--- config.mk ---
export PLATFORM = sky130hd
export DESIGN_NAME = tme_ctrl
export DESIGN_NICKNAME = d
export VERILOG_FILES = /design/src/tme_pkg.sv /design/src/tme_ctrl.sv
export VERILOG_INCLUDE_DIRS = /design/src /design/src/src
export SDC_FILE = /design/constraint.sdc
export NUM_CORES = 2
export LEC_CHECK = 0
export ABC_AREA = 1
export BUFFER_PORTS_ARGS = -buffer_cell sky130_fd_sc_hd__buf_2
export CAP_MARGIN = 20
export CORE_MARGIN = 3
export CORE_UTILIZATION = 50
export DETAILED_ROUTE_END_ITERATION = 12
export HOLD_SLACK_MARGIN = 0.06
export PLACE_DENSITY = 0.67
export REMOVE_ABC_BUFFERS = 1
export SLEW_MARGIN = 20
export SYNTH_ARGS = -nofsm -noshare
export SYNTH_HDL_FRONTEND = slang
export SYNTH_SLANG_ARGS = --single-unit
--- constraint.sdc ---
create_clock -name clk_i -period 7.7 [get_ports clk_i]
set_input_delay 1.54 -clock clk_i [delete_from_list [all_inputs] [get_ports clk_i]]
set_output_delay 1.54 -clock clk_i [all_outputs]
set_load 0.01 [all_outputs]
--- src/trail_map_engine_unit_assert.svh ---
// Assertion macros for the trail map engine RTL.
`ifndef TRAIL_MAP_ENGINE_UNIT_ASSERT_SVH
`define TRAIL_MAP_ENGINE_UNIT_ASSERT_SVH

// Same-cycle implication, disabled in reset.
`define TME_ASSERT_IMP(lbl, ante, cons, msg) \
  lbl: assert property (@(posedge clk_i) disable iff (!rst_ni) (ante) |-> (cons)) \
    else $error(msg);

// Next-cycle implication, disabled in reset.
`define TME_ASSERT_NXT(lbl, ante, cons, msg) \
  lbl: assert property (@(posedge clk_i) disable iff (!rst_ni) (ante) |=> (cons)) \
    else $error(msg);

`endif

--- src/tme_pkg.sv ---
// Shared constants and types for the trail map engine.
package tme_pkg;

  localparam int unsigned FRAC_BITS = 8;
  localparam int unsigned COORD_W   = 8;
  localparam int unsigned ADDR_W    = 2 * COORD_W;
  localparam int unsigned VAL_W     = 24;
  localparam int unsigned WORD_W    = VAL_W + 1;
  localparam int unsigned POS_W     = 16;
  localparam int unsigned SQ_W      = 2 * POS_W;
  localparam int unsigned SUM_W     = VAL_W + 4;

  localparam logic [2:0] REQ_READ    = 3'd0;
  localparam logic [2:0] REQ_ADD     = 3'd1;
  localparam logic [2:0] REQ_DECAY   = 3'd2;
  localparam logic [2:0] REQ_DIFFUSE = 3'd3;
  localparam logic [2:0] REQ_CLEAR   = 3'd4;
  localparam logic [2:0] REQ_FILL    = 3'd5;

  localparam logic [1:0] CFG_WIDTH  = 2'd0;
  localparam logic [1:0] CFG_HEIGHT = 2'd1;
  localparam logic [1:0] CFG_DECAY  = 2'd2;

  localparam logic [COORD_W-1:0] WIDTH_RST  = 8'd255;
  localparam logic [COORD_W-1:0] HEIGHT_RST = 8'd255;
  localparam logic [VAL_W-1:0]   DECAY_RST  = 24'd3;

  // Store word: fixed mark on top of the value.
  typedef struct packed {
    logic              we;
    logic [ADDR_W-1:0] addr;
    logic [WORD_W-1:0] data;
  } tme_wr_t;

  typedef struct packed {
    logic              re;
    logic [ADDR_W-1:0] addr;
  } tme_rd_t;

endpackage

--- src/tme_ctrl.sv ---
// Request sequencer: walks the grid with read-modify-write on the cell store.
`include "trail_map_engine_unit_assert.svh"
module tme_ctrl (
  input  logic                          clk_i,
  input  logic                          rst_ni,
  input  logic [tme_pkg::COORD_W-1:0]   grid_w_i,
  input  logic [tme_pkg::COORD_W-1:0]   grid_h_i,
  input  logic [tme_pkg::VAL_W-1:0]     decay_i,
  input  logic                          in_valid_i,
  output logic                          in_stall_o,
  input  logic [2:0]                    req_type_i,
  input  logic [tme_pkg::POS_W-1:0]     x_pos_i,
  input  logic [tme_pkg::POS_W-1:0]     y_pos_i,
  input  logic [tme_pkg::POS_W-1:0]     radius_i,
  input  logic signed [tme_pkg::VAL_W-1:0] amount_i,
  output logic                          out_valid_o,
  input  logic                          out_stall_i,
  output logic [tme_pkg::VAL_W-1:0]     trail_value_o,
  output logic                          outside_grid_o,
  output tme_pkg::tme_wr_t              wr_o,
  output tme_pkg::tme_rd_t              rd_o,
  input  logic [tme_pkg::WORD_W-1:0]    rdata_i
);

  localparam logic [3:0] ST_CLR  = 4'd0;
  localparam logic [3:0] ST_IDLE = 4'd1;
  localparam logic [3:0] ST_SRD  = 4'd2;
  localparam logic [3:0] ST_SOP  = 4'd3;
  localparam logic [3:0] ST_PRD  = 4'd4;
  localparam logic [3:0] ST_PSQ  = 4'd5;
  localparam logic [3:0] ST_PWR  = 4'd6;
  localparam logic [3:0] ST_DIF  = 4'd7;
  localparam logic [3:0] ST_DWR  = 4'd8;
  localparam logic [3:0] ST_DONE = 4'd9;

  localparam int unsigned CW = tme_pkg::COORD_W;
  localparam int unsigned VW = tme_pkg::VAL_W;
  localparam int unsigned PW = tme_pkg::POS_W;
  localparam int unsigned QW = tme_pkg::SQ_W;
  localparam int unsigned SW = tme_pkg::SUM_W;
  localparam int unsigned AW = tme_pkg::ADDR_W;

  logic [3:0]          state_q, state_d;
  logic [2:0]          req_q, req_d;
  logic [PW-1:0]       x_q, x_d, y_q, y_d;
  logic [VW-1:0]       amt_q, amt_d;
  logic [QW-1:0]       rsq_q, rsq_d;
  logic [CW-1:0]       i_q, i_d, j_q, j_d;
  logic [PW-1:0]       dx_q, dx_d, dy_q, dy_d;
  logic [QW-1:0]       sqx_q, sqx_d, sqy_q, sqy_d;
  logic [3:0]          k_q, k_d;
  logic                prev_ok_q, prev_ok_d, prev_ctr_q, prev_ctr_d;
  logic [1:0]          prev_sh_q, prev_sh_d;
  logic [SW-1:0]       sum_q, sum_d;
  logic                fix_q, fix_d;
  logic [VW-1:0]       res_val_q, res_val_d;
  logic                res_out_q, res_out_d;
  logic                out_valid_q, out_valid_d;
  logic [VW-1:0]       out_val_q, out_val_d;
  logic                out_out_q, out_out_d;
  logic [AW-1:0]       clr_q, clr_d;

  logic                in_acc;
  logic [CW-1:0]       pi, pj, ni, nj;
  logic                pt_in, nb_in, grid_empty, last_i, last_j, insd;
  logic [1:0]          nb_sh;
  logic [PW-1:0]       ci16, cj16;
  logic [VW+1:0]       add_sum;
  logic [VW-1:0]       cur_v, fill_v;
  logic [SW-1:0]       term;
  logic [3:0]          pass_st;

  assign in_acc     = in_valid_i && !in_stall_o;
  assign in_stall_o = (state_q != ST_IDLE);
  assign pi         = x_q[PW-1 -: CW];
  assign pj         = y_q[PW-1 -: CW];
  assign pt_in      = (pi != '0) && (pi < grid_w_i) && (pj != '0) && (pj < grid_h_i);
  assign grid_empty = (grid_w_i < CW'(2)) || (grid_h_i < CW'(2));
  assign last_i     = ((CW+1)'(i_q) + (CW+1)'(1)) == (CW+1)'(grid_w_i);
  assign last_j     = ((CW+1)'(j_q) + (CW+1)'(1)) == (CW+1)'(grid_h_i);
  assign ci16       = PW'(i_q) << tme_pkg::FRAC_BITS;
  assign cj16       = PW'(j_q) << tme_pkg::FRAC_BITS;
  assign insd       = ((QW+1)'(sqx_q) + (QW+1)'(sqy_q)) < (QW+1)'(rsq_q);
  assign cur_v      = rdata_i[VW-1:0];
  assign fill_v     = amt_q[VW-1] ? '0 : amt_q;
  assign add_sum    = {2'b00, cur_v} + {{2{amt_q[VW-1]}}, amt_q};
  assign term       = prev_ok_q ? (SW'(cur_v) << prev_sh_q) : '0;
  assign pass_st    = (req_q == tme_pkg::REQ_DIFFUSE) ? ST_DIF : ST_PRD;

  // 3x3 neighbour k: row offset from k/3, column offset from k%3
  always_comb begin
    ni    = i_q;
    nj    = j_q;
    nb_sh = 2'd0;
    unique case (k_q)
      4'd0: begin ni = i_q - 1'b1; nj = j_q - 1'b1; nb_sh = 2'd0; end
      4'd1: begin ni = i_q - 1'b1;                  nb_sh = 2'd1; end
      4'd2: begin ni = i_q - 1'b1; nj = j_q + 1'b1; nb_sh = 2'd0; end
      4'd3: begin                  nj = j_q - 1'b1; nb_sh = 2'd1; end
      4'd4: begin                                   nb_sh = 2'd2; end
      4'd5: begin                  nj = j_q + 1'b1; nb_sh = 2'd1; end
      4'd6: begin ni = i_q + 1'b1; nj = j_q - 1'b1; nb_sh = 2'd0; end
      4'd7: begin ni = i_q + 1'b1;                  nb_sh = 2'd1; end
      4'd8: begin ni = i_q + 1'b1; nj = j_q + 1'b1; nb_sh = 2'd0; end
      default: begin ni = i_q; nj = j_q; nb_sh = 2'd0; end
    endcase
  end
  assign nb_in = (ni != '0) && (ni < grid_w_i) && (nj != '0) && (nj < grid_h_i);

  always_comb begin
    state_d    = state_q;
    req_d      = req_q;
    x_d        = x_q;
    y_d        = y_q;
    amt_d      = amt_q;
    rsq_d      = rsq_q;
    i_d        = i_q;
    j_d        = j_q;
    dx_d       = dx_q;
    dy_d       = dy_q;
    sqx_d      = sqx_q;
    sqy_d      = sqy_q;
    k_d        = k_q;
    prev_ok_d  = prev_ok_q;
    prev_ctr_d = prev_ctr_q;
    prev_sh_d  = prev_sh_q;
    sum_d      = sum_q;
    fix_d      = fix_q;
    res_val_d  = res_val_q;
    res_out_d  = res_out_q;
    out_val_d  = out_val_q;
    out_out_d  = out_out_q;
    clr_d      = clr_q;
    out_valid_d = out_valid_q && out_stall_i;
    wr_o       = '0;
    rd_o       = '0;

    unique case (state_q)
      ST_CLR: begin
        wr_o.we   = 1'b1;
        wr_o.addr = clr_q;
        clr_d     = clr_q + 1'b1;
        if (clr_q == '1) begin
          state_d = ST_IDLE;
        end
      end
      ST_IDLE: begin
        if (in_acc) begin
          req_d     = req_type_i;
          x_d       = x_pos_i;
          y_d       = y_pos_i;
          amt_d     = amount_i;
          rsq_d     = radius_i * radius_i;
          res_val_d = '0;
          res_out_d = 1'b0;
          i_d       = CW'(1);
          j_d       = CW'(1);
          k_d       = '0;
          priority if (req_type_i == tme_pkg::REQ_READ ||
                       req_type_i == tme_pkg::REQ_ADD) begin
            state_d = ST_SRD;
          end else if (req_type_i == tme_pkg::REQ_DIFFUSE) begin
            state_d = grid_empty ? ST_DONE : ST_DIF;
          end else if (req_type_i == tme_pkg::REQ_DECAY ||
                       req_type_i == tme_pkg::REQ_CLEAR ||
                       req_type_i == tme_pkg::REQ_FILL) begin
            state_d = grid_empty ? ST_DONE : ST_PRD;
          end else begin
            state_d = ST_DONE;
          end
        end
      end
      ST_SRD: begin
        if (pt_in) begin
          rd_o.re   = 1'b1;
          rd_o.addr = {pi, pj};
          state_d   = ST_SOP;
        end else begin
          res_out_d = (req_q == tme_pkg::REQ_READ);
          state_d   = ST_DONE;
        end
      end
      ST_SOP: begin
        if (req_q == tme_pkg::REQ_READ) begin
          res_val_d = cur_v;
        end else if (!rdata_i[VW]) begin
          wr_o.we   = 1'b1;
          wr_o.addr = {pi, pj};
          priority if (add_sum[VW+1]) begin
            wr_o.data = '0;
          end else if (add_sum[VW]) begin
            wr_o.data = {1'b0, {VW{1'b1}}};
          end else begin
            wr_o.data = {1'b0, add_sum[VW-1:0]};
          end
        end
        state_d = ST_DONE;
      end
      ST_PRD: begin
        rd_o.re   = 1'b1;
        rd_o.addr = {i_q, j_q};
        dx_d      = (x_q >= ci16) ? (x_q - ci16) : (ci16 - x_q);
        dy_d      = (y_q >= cj16) ? (y_q - cj16) : (cj16 - y_q);
        state_d   = ST_PSQ;
      end
      ST_PSQ: begin
        sqx_d   = dx_q * dx_q;
        sqy_d   = dy_q * dy_q;
        state_d = ST_PWR;
      end
      ST_PWR: begin
        wr_o.addr = {i_q, j_q};
        unique case (req_q)
          tme_pkg::REQ_DECAY: begin
            wr_o.we   = !rdata_i[VW];
            wr_o.data = {1'b0, (cur_v > decay_i) ? (cur_v - decay_i) : '0};
          end
          tme_pkg::REQ_CLEAR: begin
            wr_o.we   = !rdata_i[VW] && insd;
            wr_o.data = '0;
          end
          tme_pkg::REQ_FILL: begin
            wr_o.we   = insd;
            wr_o.data = {1'b1, fill_v};
          end
          default: begin
            wr_o.we   = 1'b0;
          end
        endcase
      end
      ST_DIF: begin
        // read neighbour k while the data of neighbour k-1 comes back
        if (k_q != 4'd9) begin
          rd_o.re    = 1'b1;
          rd_o.addr  = {ni, nj};
          prev_ok_d  = nb_in;
          prev_sh_d  = nb_sh;
          prev_ctr_d = (k_q == 4'd4);
        end
        if (k_q == '0) begin
          sum_d = '0;
        end else begin
          sum_d = sum_q + term;
          if (prev_ctr_q) begin
            fix_d = rdata_i[VW];
          end
        end
        k_d = k_q + 1'b1;
        if (k_q == 4'd9) begin
          state_d = ST_DWR;
        end
      end
      ST_DWR: begin
        wr_o.we   = !fix_q;
        wr_o.addr = {i_q, j_q};
        wr_o.data = {1'b0, sum_q[SW-1 -: VW]};
        k_d       = '0;
      end
      ST_DONE: begin
        if (!out_valid_q || !out_stall_i) begin
          out_valid_d = 1'b1;
          out_val_d   = res_val_q;
          out_out_d   = res_out_q;
          state_d     = ST_IDLE;
        end
      end
      default: begin
        state_d = ST_IDLE;
      end
    endcase

    // raster step in each cell's write-back state, whether or not the cell is written
    if (state_q == ST_PWR || state_q == ST_DWR) begin
      if (last_j) begin
        j_d = CW'(1);
        i_d = i_q + 1'b1;
      end else begin
        j_d = j_q + 1'b1;
      end
      state_d = (last_j && last_i) ? ST_DONE : pass_st;
    end
  end

  always_ff @(posedge clk_i or negedge rst_ni) begin
    if (!rst_ni) begin
      state_q     <= ST_CLR;
      clr_q       <= '0;
      out_valid_q <= 1'b0;
      k_q         <= '0;
    end else begin
      state_q     <= state_d;
      clr_q       <= clr_d;
      out_valid_q <= out_valid_d;
      k_q         <= k_d;
    end
  end

  always_ff @(posedge clk_i) begin
    req_q      <= req_d;
    x_q        <= x_d;
    y_q        <= y_d;
    amt_q      <= amt_d;
    rsq_q      <= rsq_d;
    i_q        <= i_d;
    j_q        <= j_d;
    dx_q       <= dx_d;
    dy_q       <= dy_d;
    sqx_q      <= sqx_d;
    sqy_q      <= sqy_d;
    prev_ok_q  <= prev_ok_d;
    prev_ctr_q <= prev_ctr_d;
    prev_sh_q  <= prev_sh_d;
    sum_q      <= sum_d;
    fix_q      <= fix_d;
    res_val_q  <= res_val_d;
    res_out_q  <= res_out_d;
    out_val_q  <= out_val_d;
    out_out_q  <= out_out_d;
  end

  assign out_valid_o    = out_valid_q;
  assign trail_value_o  = out_val_q;
  assign outside_grid_o = out_out_q;

  `TME_ASSERT_IMP(a_idle_no_write, state_q == ST_IDLE, !wr_o.we, "store written while idle")
  `TME_ASSERT_IMP(a_write_interior, wr_o.we && state_q != ST_CLR,
    wr_o.addr[AW-1 -: CW] != '0 && wr_o.addr[CW-1:0] != '0, "write to border cell")
  `TME_ASSERT_NXT(a_accept_busy, in_acc, state_q != ST_IDLE, "request accepted but not started")
  `TME_ASSERT_IMP(a_no_rw_clash, rd_o.re, !wr_o.we, "read and write in one cycle")

endmodule

==> out/results.ini <==
[yosys]
ys_warn_count=0
ys_ff_latch=308
async_flop_share=0.08117
seq_area_frac_synth=0.2030
avgSynthCellArea_um2=8.152
synth-edff-count=275
syn_inst=5464
synth_cell_types=69
synth_area_um2=44550
ys.flop_type=edfxtp_1

[timing]
maxSlewHeadroom=0.2382
skew_ns=0.04681
worstMarginPinSlew_ns=1.143
period_minus_slack_ns=6.650
max_freq_mhz=150.4
finalSetupViolations=0
fin_crit_sh=0.8637
hold_viol=0
rsz0062_at_grt=no
setup_tns_ns=0
drv_slew=0

[layout]
fillers=8286
layout_commonest_cell=inv_1
area_growth_pct=7.845
drive_above_1_share=0.06952
multi_input_area_um2=29880
final_cell_mix=inv_1, nand2_1, ha_1
num-nets-final=6773
seq_area_um2=9044

[floorplan]
ioPinCount=230
coreArea_um2=87560
die_area_um2=92710
die_w_um=304.5
num_rows=108
dieHeight_um=304.5
start_util=0.5087

[detailed_routing]
post-route-drc-count=0
routedWlPerCell_um=18.08
dr.pass1.iters=5
wirelength_um=123200
antenna_left=0
drtIter0Drc=3027
vias=36520
via_per_inst=5.362

[clocking]
holdBufCountCts=0
cts_tree=done
cts_resized=0
clk_pin_slew_ns=0.07
numCtsBuffers=37
clockBufferDepth=3
clock_sinks=308
htree_levels=2
root_buffer=clkbuf_16
cts_setup_buffers=0
clk_latency_ns=0.58

[worst_setup_path]
rr_endpoint=sqx_q[20]
r2r_slack_ns=1.14
worstPathArrival_ns=6.98
critical_path_class=primary input to flip-flop
ff2ff_path_depth=22
cp-end-kind=flip-flop
path_max_fanout=16
r2r-start=dx_q[3]
startpoint_type=primary input
required_ns=8.03

[grt]
grtUsageTotal=0.2664
grt_first_pass_wirelength_um=197500
top_usage_layer=met2
use_met1=0.3864
grt_pass1_vias=36390
grt_remaining_overflow=0
antenna_found_initial=6
gr-usage-met2=0.4251
globalRouteMet3Util=0.04215
grt_max_degree=71

[run_status]
status=finished clean

[hold_path]
hold_path_end=trail_value_o[12]
hp-class=flip-flop to flip-flop
min_from=res_val_q[12]
hold_depth=0

[placed_design]
post-dp-hpwl_um=103200
port_buffers=229
gp_congestion=0.9887

[flow_run]
max_cap_violations=0

## how the worst max path moves through the flow
| stage | startpoint | to | slack, ns | depth (start not counted) |
|---|---|---|---|---|
| CTS | radius_i[3] | rsq_q[28] | 1.10 | 24 |
| finish | radius_i[3] | rsq_q[28] | 1.05 | 22 |
| global placement | radius_i[3] | rsq_q[28] | 0.53 | 22 |
| detailed placement | radius_i[3] | rsq_q[28] | 0.48 | 22 |
| floorplan | radius_i[3] | rsq_q[28] | 1.27 | 21 |
| global route | radius_i[2] | rsq_q[28] | 0.72 | 22 |
## layout make-up
class                      instances  area share
antenna                            3   0.0001563
clock buffer                      44     0.01982
clock inverter                    22    0.005704
inverter                        1358      0.1062
multi-input combinational       3666      0.6219
sequential                       308      0.1883
tap                             1155     0.03008
timing repair buffer             255     0.02792
## cells in the mapped netlist (all sizes together), types with 13 or more instances
cell | instances | area share
nand2 | 997 | 0.085
nand3 | 161 | 0.019
a21oi | 300 | 0.034
or2 | 13 | 0.0018
o21a | 20 | 0.0034
o22ai | 29 | 0.0041
xor2 | 157 | 0.031
a32o | 18 | 0.0040
inv | 1356 | 0.11
ha | 502 | 0.14
buf | 21 | 0.0032
a31oi | 18 | 0.0025
nor3 | 79 | 0.0095
o221ai | 25 | 0.0049
nor2 | 335 | 0.029
o211ai | 15 | 0.0025
o21bai | 28 | 0.0047
o21ai | 243 | 0.028
nand4 | 44 | 0.0062
fa | 501 | 0.23
a21o | 19 | 0.0032
edfxtp | 275 | 0.19
a22oi | 17 | 0.0029
xnor2 | 74 | 0.015
dfrtp | 25 | 0.014
clkbuf | 111 | 0.0094
## flip-flops by register name, indices dropped and copies added (netlist names), 2 cells and up
| signal | cells |
|---|---|
| rsq_q | 31 |
| sqx_q | 31 |
| sqy_q | 31 |
| sum_q | 28 |
| amt_q | 24 |
| res_val_q | 24 |
| trail_value_o | 24 |
| clr_q | 16 |
| dx_q | 16 |
| dy_q | 16 |
| x_q | 16 |
| y_q | 16 |
| i_q | 8 |
| j_q | 8 |
| k_q | 4 |
| state_q | 4 |
| req_q | 3 |
| prev_sh_q | 2 |
## per-stage QoR
| step | util | hold slack (ns) | area [um2] | std cells | setup slack [ns] |
|---|---|---|---|---|---|
| final | 0.5486 | 0.4168 | 48040 | 6811 | 1.050 |
| after global routing | 0.5485 | 0.4279 | 48030 | 6808 | 0.7163 |
| after CTS | 0.5485 | 0.4131 | 48030 | 6808 | 1.097 |
| after detailed placement | 0.5345 | 0.4061 | 46810 | 6742 | 0.4801 |
| after global placement | 0.5345 | 0.4017 | 46810 | 6742 | 0.5292 |
| after floorplan | - | 0.4003 | 43980 | 5332 | 1.272 |
## worst max-delay path: stages
cell,delay (ns)
buf_2,0.31
nand2_1,0.18
fa_1,0.56
inv_1,0.06
fa_1,0.52
inv_1,0.05
fa_1,0.51
inv_1,0.06
fa_1,0.52
inv_1,0.05
fa_1,0.38
fa_1,0.51
inv_1,0.04
ha_1,0.39
nand2_1,0.12
nor4_1,0.35
nand2_1,0.09
o211ai_1,0.34
a21o_1,0.20
nand2_1,0.06
nand2_1,0.07
xor2_1,0.07
## routing by layer
layer  wire length, um  vias to the layer above
li1                  -                    17510
met1             55400                    17600
met2             55280                     1261
met3             10140                      143
met4              2340                        0
met5                 0                        -
## cell families (layout without fill, tap and decap cells)
| family | Yosys count | count (layout) | share of synthesized area |
|---|---|---|---|
| compound gates | 778 | 778 | 0.1030 |
| mux | 2 | 2 | 0.0004494 |
| buf+inv | 1490 | 1679 | 0.1271 |
| fa+ha+maj | 1003 | 1003 | 0.3662 |
| simple gates | 1652 | 1652 | 0.1542 |
| flops | 308 | 308 | 0.2030 |
| xor+xnor | 231 | 231 | 0.04601 |
| other cells | 0 | 3 | 0 |
Power is left out: the tool's default activity adds up to more than one toggle a clock period on the data nets, which glitch-free logic cannot reach.
